==> config.mk <==
export PLATFORM = sky130hd
export DESIGN_NAME = indexed_list_store_top
export DESIGN_NICKNAME = d
export VERILOG_FILES = /design/src/ils_pkg.sv /design/src/ils_cell.sv /design/src/indexed_list_store_top.sv
export SDC_FILE = /design/constraint.sdc
export NUM_CORES = 1
export LEC_CHECK = 0
export BUFFER_PORTS_ARGS = -buffer_cell sky130_fd_sc_hd__buf_2
export CORE_MARGIN = 2
export CORE_UTILIZATION = 30
export DETAILED_ROUTE_END_ITERATION = 6
export PLACE_DENSITY_LB_ADDON = 0.08
export RECOVER_POWER = 100
export SYNTH_ARGS = -nofsm -noshare
export SYNTH_HDL_FRONTEND = slang
export SYNTH_SLANG_ARGS = --single-unit
export TNS_END_PERCENT = 1
==> constraint.sdc <==
create_clock -name i_clk -period 14.5 [get_ports i_clk]
set_input_delay 1.45 -clock i_clk [delete_from_list [all_inputs] [get_ports i_clk]]
set_output_delay 1.45 -clock i_clk [all_outputs]
set_load 0.005 [all_outputs]
==> src/ils_pkg.sv <==
// Shared types and codes for the indexed list store.
package ils_pkg;

    localparam logic [2:0] CMD_READ   = 3'd0;
    localparam logic [2:0] CMD_FRONT  = 3'd1;
    localparam logic [2:0] CMD_APPEND = 3'd2;
    localparam logic [2:0] CMD_INS_AT = 3'd3;
    localparam logic [2:0] CMD_DELETE = 3'd4;

    localparam logic [1:0] ST_DONE    = 2'd0;
    localparam logic [1:0] ST_IGNORED = 2'd1;
    localparam logic [1:0] ST_FULL    = 2'd2;

    localparam logic [1:0] OP_HOLD   = 2'd0;
    localparam logic [1:0] OP_INSERT = 2'd1;
    localparam logic [1:0] OP_DELETE = 2'd2;

    typedef struct packed {
        logic [1:0]  op;
        logic [15:0] pos;
        logic [31:0] value;
    } t_cell_ctl;

endpackage

==> src/ils_cell.sv <==
// One list slot: holds an entry and shifts it to or from its neighbors.
module ils_cell #(
    parameter int unsigned IDX = 0
) (
    input  logic               i_clk,
    input  ils_pkg::t_cell_ctl i_ctl,
    input  logic [31:0]        i_left,
    input  logic [31:0]        i_right,
    output logic [31:0]        o_value,
    output logic [31:0]        o_read
);

    localparam logic [15:0] MY_POS = 16'(IDX);

    logic [31:0] r_val;
    logic [31:0] n_val;

    always_comb begin
        n_val = r_val;
        case (i_ctl.op)
            ils_pkg::OP_INSERT: begin
                if (MY_POS > i_ctl.pos) begin
                    n_val = i_left;
                end else if (MY_POS == i_ctl.pos) begin
                    n_val = i_ctl.value;
                end
            end
            ils_pkg::OP_DELETE: begin
                if (MY_POS >= i_ctl.pos) begin
                    n_val = i_right;
                end
            end
            default: begin
                n_val = r_val;
            end
        endcase
    end

    always_ff @(posedge i_clk) begin
        r_val <= n_val;
    end

    assign o_value = r_val;
    assign o_read  = (MY_POS == i_ctl.pos) ? r_val : 32'd0;

endmodule

==> src/indexed_list_store_top.sv <==
// Top level of the indexed list store: command decode, cell row and result register.
//
// The block keeps an ordered list of up to CAPACITY signed 32-bit entries.
// Each item on the s_axis channel is one command: read at a position, insert
// at the front, append, insert before a position, or delete at a position.
// Each command gives exactly one item on the m_axis channel with the read
// value, a read valid flag, a status code and the list length afterwards.
// The entries live in a row of cells; an insert or delete shifts every later
// cell by one place in the same clock, so one command is taken per cycle.
// The result is loaded into the output register at the edge that accepts
// the command. Throughput is one item per cycle while
// the receiver keeps m_axis_tready high. When the receiver stalls, the
// result waits in the output register and s_axis_tready drops until it is
// taken; a new command is accepted in the same cycle the held result leaves.
// Reset empties the list and clears the output valid flag; the entries
// themselves are not cleared, since only positions below the length are read.
module indexed_list_store_top #(
    parameter int unsigned CAPACITY = 16
) (
    input  logic        i_clk,
    input  logic        i_rst_n,
    input  logic        s_axis_tvalid,
    output logic        s_axis_tready,
    input  logic [55:0] s_axis_tdata,  // command[2:0], position[18:3], value[50:19]
    output logic        m_axis_tvalid,
    input  logic        m_axis_tready,
    output logic [39:0] m_axis_tdata   // read_value[31:0], read_valid[32], status[34:33],
                                       // list_length[39:35]
);

    localparam int unsigned CW = $clog2(CAPACITY + 1);
    localparam logic [CW-1:0] CAP = CW'(CAPACITY);

    logic [2:0]  w_cmd;
    logic [15:0] w_pos;
    logic [31:0] w_val;
    logic        w_accept;

    logic [CW-1:0] r_count;
    logic [CW-1:0] n_count;
    logic          r_out_valid;
    logic [39:0]   r_out_data;

    logic [15:0]   w_count16;
    logic [15:0]   w_ins_pos;
    logic [1:0]    w_op;
    logic [1:0]    w_status;
    logic          w_rvalid;
    logic [31:0]   w_rvalue;
    logic [31:0]   w_len_ext;
    logic [31:0]   w_rd_bus;

    ils_pkg::t_cell_ctl w_ctl;

    logic [31:0] w_cell_val [CAPACITY];
    logic [31:0] w_cell_rd  [CAPACITY];

    assign w_cmd    = s_axis_tdata[2:0];
    assign w_pos    = s_axis_tdata[18:3];
    assign w_val    = s_axis_tdata[50:19];
    assign s_axis_tready = !r_out_valid || m_axis_tready;
    assign w_accept = s_axis_tvalid && s_axis_tready;

    assign w_count16 = 16'(r_count);

    always_comb begin
        case (w_cmd)
            ils_pkg::CMD_FRONT:  w_ins_pos = 16'd0;
            ils_pkg::CMD_APPEND: w_ins_pos = w_count16;
            default:             w_ins_pos = w_pos;
        endcase
    end

    always_comb begin
        w_op     = ils_pkg::OP_HOLD;
        w_status = ils_pkg::ST_IGNORED;
        w_rvalid = 1'b0;
        w_rvalue = 32'd0;
        n_count  = r_count;
        case (w_cmd)
            ils_pkg::CMD_READ: begin
                if (w_pos < w_count16) begin
                    w_rvalue = w_rd_bus;
                    w_rvalid = 1'b1;
                    w_status = ils_pkg::ST_DONE;
                end else begin
                    w_rvalue = '1;
                end
            end
            ils_pkg::CMD_FRONT, ils_pkg::CMD_APPEND, ils_pkg::CMD_INS_AT: begin
                if (w_ins_pos <= w_count16) begin
                    if (r_count >= CAP) begin
                        w_status = ils_pkg::ST_FULL;
                    end else begin
                        w_op     = ils_pkg::OP_INSERT;
                        n_count  = r_count + CW'(1);
                        w_status = ils_pkg::ST_DONE;
                    end
                end
            end
            ils_pkg::CMD_DELETE: begin
                if (w_pos < w_count16) begin
                    w_op     = ils_pkg::OP_DELETE;
                    n_count  = r_count - CW'(1);
                    w_status = ils_pkg::ST_DONE;
                end
            end
            default: begin
                w_status = ils_pkg::ST_IGNORED;
            end
        endcase
    end

    assign w_ctl.op    = w_accept ? w_op : ils_pkg::OP_HOLD;
    assign w_ctl.pos   = w_ins_pos;
    assign w_ctl.value = w_val;

    for (genvar g = 0; g < CAPACITY; g++) begin : g_cell
        ils_cell #(
            .IDX(g)
        ) u_cell (
            .i_clk   (i_clk),
            .i_ctl   (w_ctl),
            .i_left  (w_cell_val[(g == 0) ? 0 : g - 1]),
            .i_right (w_cell_val[(g == CAPACITY - 1) ? g : g + 1]),
            .o_value (w_cell_val[g]),
            .o_read  (w_cell_rd[g])
        );
    end

    always_comb begin
        w_rd_bus = 32'd0;
        for (int i = 0; i < CAPACITY; i++) begin
            w_rd_bus = w_rd_bus | w_cell_rd[i];
        end
    end

    assign w_len_ext = 32'(n_count);

    always_ff @(posedge i_clk) begin
        if (!i_rst_n) begin
            r_count     <= '0;
            r_out_valid <= 1'b0;
        end else begin
            if (w_accept) begin
                r_count     <= n_count;
                r_out_valid <= 1'b1;
            end else if (m_axis_tready) begin
                r_out_valid <= 1'b0;
            end
        end
    end

    always_ff @(posedge i_clk) begin
        if (w_accept) begin
            r_out_data <= {w_len_ext[4:0], w_status, w_rvalid, w_rvalue};
        end
    end

    assign m_axis_tvalid = r_out_valid;
    assign m_axis_tdata  = r_out_data;

    a_count_bound: assert property (@(posedge i_clk) disable iff (!i_rst_n)
        r_count <= CAP)
        else $error("list length exceeds capacity");

    a_count_steady: assert property (@(posedge i_clk) disable iff (!i_rst_n)
        !w_accept |=> r_count == $past(r_count))
        else $error("list length changed without a command");

    a_read_done: assert property (@(posedge i_clk) disable iff (!i_rst_n)
        (m_axis_tvalid && m_axis_tdata[32]) |-> m_axis_tdata[34:33] == ils_pkg::ST_DONE)
        else $error("valid read without done status");

    a_full_refuse: assert property (@(posedge i_clk) disable iff (!i_rst_n)
        (w_accept && w_status == ils_pkg::ST_FULL) |-> r_count == CAP)
        else $error("insert refused while list not full");

endmodule
# After elaboration in Yosys (flattened, before gate mapping)
# Index checks and enable logic that the tools add are counted.
# Widths: inputs -> output; s select.
# op_classes
magnitude_cmp	34
bitwise_logic	15
reduce_logical	26
n_eq_ne	52
mux	96
n_addsub	2
# ops
operator	n
$mux 32	64
$pmux 32 s2	15
$or 32x32->32	15
$eq 4x16->1 const A	8
$gt 4x16->1 const A	8
$ge 4x16->1 const A	7
$eq 3x16->1 const A	4
$ge 3x16->1 const A	4
$gt 3x16->1 const A	4
$ne 3x1->1 const B	14
$reduce_and 3->1	14
$eq 2x16->1 const A	2
$ge 1x16->1 const A	2
$ge 2x16->1 const A	2
$gt 1x16->1 const A	2
$gt 2x16->1 const A	2
$ne 2x1->1 const B	16
$pmux 16 s2	1
$eq 1x16->1 const A	1
$le 16x5->1	1
$logic_not 16->1	1
$lt 16x5->1	1
$mux 5	3
$pmux 5 s2	1
other kinds (21)	33
# word_totals
reg_bits	558
elab_cells	245
inputBits	60

# Longest topological paths before layout
# depth
depth_word	20
ltp_mapped	21
ltp_nobuf	13

# Modules after synthesis
# Synthesis repeated with hierarchy kept, for this count alone.
# hier_totals
cells_unflattened	3969
hier_area_um2	37718.7
# by_module_without_submodules
mod	area_per_inst_um2	instances	cells_each
indexed_list_store_top	3473.3	1	386
ils_cell (g_cell[2].u_cell)	2915.3	1	319
ils_cell (g_cell[4].u_cell)	2902.8	1	321
ils_cell (g_cell[12].u_cell)	2501.1	1	279
ils_cell (g_cell[8].u_cell)	2438.6	1	274
ils_cell (g_cell[1].u_cell)	2048.2	1	230
ils_cell (g_cell[5].u_cell)	2031.9	1	228
ils_cell (g_cell[7].u_cell)	2023.2	1	225
ils_cell (g_cell[11].u_cell)	2019.4	1	227
ils_cell (g_cell[13].u_cell)	1980.6	1	184
ils_cell (g_cell[6].u_cell)	1970.6	1	221
ils_cell (g_cell[15].u_cell)	1969.4	1	183
ils_cell (g_cell[9].u_cell)	1951.9	1	223
ils_cell (g_cell[3].u_cell)	1948.1	1	185
3 more rows	-	-	-

# Least setup slack after synthesis
# Ideal clock, no wire load.
# synth_path
path_type	input to register
startpoint	input port s_axis_tdata[2]
endpoint	register g_cell[10].u_cell.r_val[0], enable pin
required_ns	14.068
path_stages	20
setup_time_ns	0.432
arrival_ns	6.915
slack_ns	7.153
path_cell_list	buf_2 nor4bb_1 a211oi_4 inv_2 buf_2 buf_2 buf_2 ha_1 a21o_1 a21o_1 a21oi_1 o2111a_1 and2_1 inv_1 ha_1 clkbuf_1 or2_2 clkbuf_1 clkbuf_1 a21oi_1
# synth_between
elab_chain_cells	9
# synth_lines
item	line_no	source
start: declaration	indexed_list_store_top.sv:24	input logic [55:0] s_axis_tdata,
$eq 3x2->1 / $eq 3x1->1 (equally long branches)	indexed_list_store_top.sv:67, indexed_list_store_top.sv:80	
$pmux 16 s2	indexed_list_store_top.sv:67	case (w_cmd)
$le 16x5->1	indexed_list_store_top.sv:91	if (w_ins_pos <= w_count16) begin
$mux 1	indexed_list_store_top.sv:91	
$pmux 2 s2	indexed_list_store_top.sv:80	case (w_cmd)
$mux 2	indexed_list_store_top.sv:114	assign w_ctl.op = w_accept ? w_op : ils_pkg::OP_HOLD;
$eq 2x1->1 / $eq 2x2->1 (equally long branches)	ils_cell.sv:20	case (i_ctl.op)
$ne 3x1->1 (no source line), or another cell as far along	-	
$reduce_and 3->1 (no source line) (*)	-	
end signal: assignment	ils_cell.sv:40	r_val <= n_val;
end: declaration	ils_cell.sv:15	logic [31:0] r_val;
# Mark *: on every way between the ends. The rest lies on a longest branch, timed or not.
# A chain may end at the register's enable or synchronous reset.

# Final worst setup path
# layout_path
startpoint	input port s_axis_tdata[0]
endpoint	register r_out_data[27] (netlist: m_axis_tdata[27]) (data pin)
# layout_between
elab_chain_cells	20
# layout_lines
item	line_no	source
$eq 3x2->1 / $eq 3x1->1 (equally long branches)	indexed_list_store_top.sv:67	
$pmux 16 s2	indexed_list_store_top.sv:67	
$eq 1x16->1 / $logic_not 16->1 (equally long branches)	ils_cell.sv:44	assign o_read = (MY_POS == i_ctl.pos) ? r_val : 32'd0;
$mux 32	ils_cell.sv:44	
$or 32x32->32 (15 in series)	indexed_list_store_top.sv:134	w_rd_bus = w_rd_bus | w_cell_rd[i];
$mux 32	indexed_list_store_top.sv:82	if (w_pos < w_count16) begin
end signal: assignment	indexed_list_store_top.sv:156	r_out_data <= {w_len_ext[4:0], w_status, w_rvalid, w_rvalue};
end: declaration	indexed_list_store_top.sv:42	logic [39:0] r_out_data;
# Several ways; a longest one is shown, not always the timed one.

==> metrics <==
routability cong. 0.848; Clock Skews 0.0267 ns; CTS resizes 0; R2R cell count 12; Slew Limit Headroom -168%; I/O pin count 102; beginning of the critical path s_axis_tdata[0]; gr ovfl total 0; Die X 329 um; CP endpoint m_axis_tdata[27]$_SDFFCE_PN0P_; fin crit share 76.6%; slowest stage delay, CP 2.01 ns; WS Path Type in2reg; largest area contributor in the netlist edfxtp_1; Residual DRC 0; max-cap violations 25; Layout Area Growth over Synthesis 12.5%; crit path cell chain clkbuf_1 -> o21bai_1 -> a211oi_4 -> clkbuf_1 -> inv_1 -> clkbuf_1 -> nor4_1 -> clkbuf_1 -> and2_0 -> clkbuf_1 -> a22oi_1 -> and3_1 -> a31oi_1; combinational family with the most area after synthesis multiplexers; Post-synth top flop edfxtp_1; Synth Area in XOR/XNOR 0.138%; Core Region 0.105 sq mm; post-synthesis mux area share 18.1%; drt pass-1 iters 6; Port-buffer cells 96; reg-to-reg critical path endpoint m_axis_tdata[27]$_SDFFCE_PN0P_; Syn Area/Cell 11.0 sq um; Max rail drop VDD 0.0720 mV; crit path buf inv count 6; Worst Max-Slew Pin Slew 4.02 ns; Die ar. 0.108 sq mm; initial antenna violation count 15; pre-CTS setup slack 6.69 ns; PD cells 113 mW/mm^2; final antenna-violating net count 0; DP HPWL 84200 um; Mapped Area 0.0317 sq mm; CTS tree built; fin area 0.0357 sq mm; Routed WL 145000 um; CP startpoint kind primary input; WP data arrival 11.44 ns; Crit-path slowest cell clkbuf_1; Crit Reg-Reg Startpoint r_count[3]$_SDFFE_PN0P_; Flop pwr share 46.4%; Switching Power 1090 uW; EDFF count, synth 552; static leakage 0.0113 uW; Internal 2950 uW; Final Max Tran Viols 447; vias 25600; clock buffer depth 3; chip height 329 um; fin nets 2979; status finished with violations; share of Yosys cell area claimed by the top area cell type 52.2%; worst skew pair latency 0.65 ns; leading post-synthesis cells by cell area edfxtp_1, mux2i_1, o21ai_0, nand2_1, mux2_2; final count of hold timing violations 0; initial DRC count 3271; Sink Count 558; Hold Path Class reg2reg; Final min period 11.11 ns; Area after DPL 0.0338 sq mm; yosys warns 0; CTS Hold Bufs 0; FF-to-FF setup slack 4.73 ns; async set-or-reset flop fraction in the synthesized netlist 0%; Gate power share 11.4%; syn nets 2967; num rows 119; post-synthesis compound-gate area fraction 15.7%; global-route wire length before repair 198000 um; Clock transition at path regs 0.06 ns; postcts setup bufs 0; Sw Share 27.0%; Crit path depth 13; H-tree levels 3; Cells after Synth 2895; final setup TNS 0 ns; Synth Area in Simple Gates 9.11%; crit end category register; share of cells above drive strength 1 11.9%; failing checks max-capacitance violations, max-slew violations; crit-path leading delay family buffers and inverters; Synth Area in Adders 0.473%; setup violators final 0; Critical Path RT 14.83 ns; crit-path most repeated cell clkbuf_1; Seq/Total Area, Yosys 52.6%; GRT Util Overall 26.1%; Clk network pwr share 42.2%; post-route setup slack 3.39 ns; Num CTS Buffers 71; largest net degree at the start of global routing 247; fmax 90.0 MHz; CTS root buffer clkbuf_16; RSZ-0062 raised after global routing no; #FFs+latches synth 558; Avg WL per Cell 33.3 um; Starting Density 30.2%; vias per cell 5.89; synth unique cells 70; worst-path fanout max 21; vias in the first global route 24200
## cell families after synthesis
group | count (synthesis)
xor+xnor | 5
simple gates | 679
buf+inv | 269
fa+ha+maj | 12
flops | 558
compound gates | 807
mux | 565
## worst min path at each step
| stage | start | cells after the start | endpoint | slack (ns) |
|---|---|---|---|---|
| floorplan | r_count[2]$_SDFFE_PN0P_ | 2 | r_count[2]$_SDFFE_PN0P_ | 0.50 |
| global placement | m_axis_tvalid$_SDFFE_PN0P_ | 2 | m_axis_tvalid$_SDFFE_PN0P_ | 0.52 |
| detailed placement | m_axis_tvalid$_SDFFE_PN0P_ | 2 | m_axis_tvalid$_SDFFE_PN0P_ | 0.53 |
| CTS | m_axis_tvalid$_SDFFE_PN0P_ | 2 | m_axis_tvalid$_SDFFE_PN0P_ | 0.54 |
| global route | m_axis_tvalid$_SDFFE_PN0P_ | 2 | m_axis_tvalid$_SDFFE_PN0P_ | 0.58 |
| finish | m_axis_tvalid$_SDFFE_PN0P_ | 2 | m_axis_tvalid$_SDFFE_PN0P_ | 0.54 |
## sequential cells by signal, indices dropped and copies added, names as in the netlist
signal	flops
m_axis_tdata	40
m_axis_tvalid	1
r_count	5
g_cell.u_cell.o_value	512
## synth_stat cells (all sizes together), types with 4 or more instances
master and instances:
and2 4, o22ai 7, or3 4, a32oi 4, a2111oi 15, a31oi 24
xnor2 5, a222oi 8, clkbuf 155, nand4 5, and4 4, a221o 6
a41oi 11, nor3 24, dfxtp 6, a2bb2oi 5, a22oi 60, nand3 26
a221oi 26, a22o 29, inv 20, ha 12, a21oi 81, a21o 4
mux2i 496, mux2 69, nor2 33, and3 25, nand2 538, a211oi 15
o21ai 469, edfxtp 552, o2bb2ai 22, nor4bb 5, buf 94
## through the flow
stage,power (uW),hold slack [ns],util [%],cells
2_1_floorplan,2150,0.495,-,2895
3_3_place_gp,2360,0.518,32.2,4225
3_5_place_dp,2360,0.528,32.2,4225
4_1_cts,4080,0.536,34.2,4340
5_1_grt,4160,0.577,33.9,4341
6_report,4040,0.541,33.9,4343
## tightest hold or removal path, delay by kind of cell, from the launching register on
kind / cells / cell delay (ns)
DFF: 1 / 0.31
and+or+nand+nor: 1 / 0.11
AOI/OAI and AO/OA: 1 / 0.07
## routing by layer
layer / GRT usage [%] / vias to the layer above / part of all wire, %
li1: - / 11000 / -
met1: 36.2 / 13100 / 43
met3: 3.99 / 240 / 7.6
met5: 0 / - / 0.027
met2: 41.6 / 1256 / 46
met4: 8.71 / 6 / 3.4
## power by group through the flow
stage | logic [uW] | clock network (uW) | registers [uW]
2_1_floorplan | 254 | 0 | 1890
3_3_place_gp | 453 | 0 | 1900
3_5_place_dp | 460 | 0 | 1900
4_1_cts | 460 | 1750 | 1870
5_1_grt | 480 | 1800 | 1880
6_report | 460 | 1710 | 1870
## cell usage in the layout (no fill, tap or decap), types with 10 or more instances in the layout
| master | n |
|---|---|
| nor2_4 | 10 |
| inv_1 | 18 |
| nor3_1 | 17 |
| clkbuf_1 | 60 |
| mux2_2 | 69 |
| a22o_1 | 29 |
| a22oi_1 | 60 |
| clkinv_1 | 12 |
| mux2i_1 | 496 |
| buf_4 | 74 |
| a21oi_1 | 76 |
| a2111oi_0 | 15 |
| nand2_1 | 537 |
| ha_1 | 11 |
| nand3_1 | 25 |
| a221oi_1 | 26 |
| buf_2 | 68 |
| edfxtp_1 | 552 |
| o2bb2ai_1 | 22 |
| and3_1 | 25 |
| a31oi_1 | 23 |
| clkbuf_16 | 73 |
| a41oi_1 | 11 |
| nor2_1 | 15 |
| o21ai_0 | 461 |
## area by class of cell
cell class	count	area [sq um]
multi-input combinational	2068	14000
fill	10600	69400
tap	1391	1740
timing repair buffer	188	1080
clock inverter	23	165
antenna	3	7.51
clock buffer	92	1940
inverter	20	75.1
sequential	558	16700
Note: power is estimated with default switching activity, not from simulation.
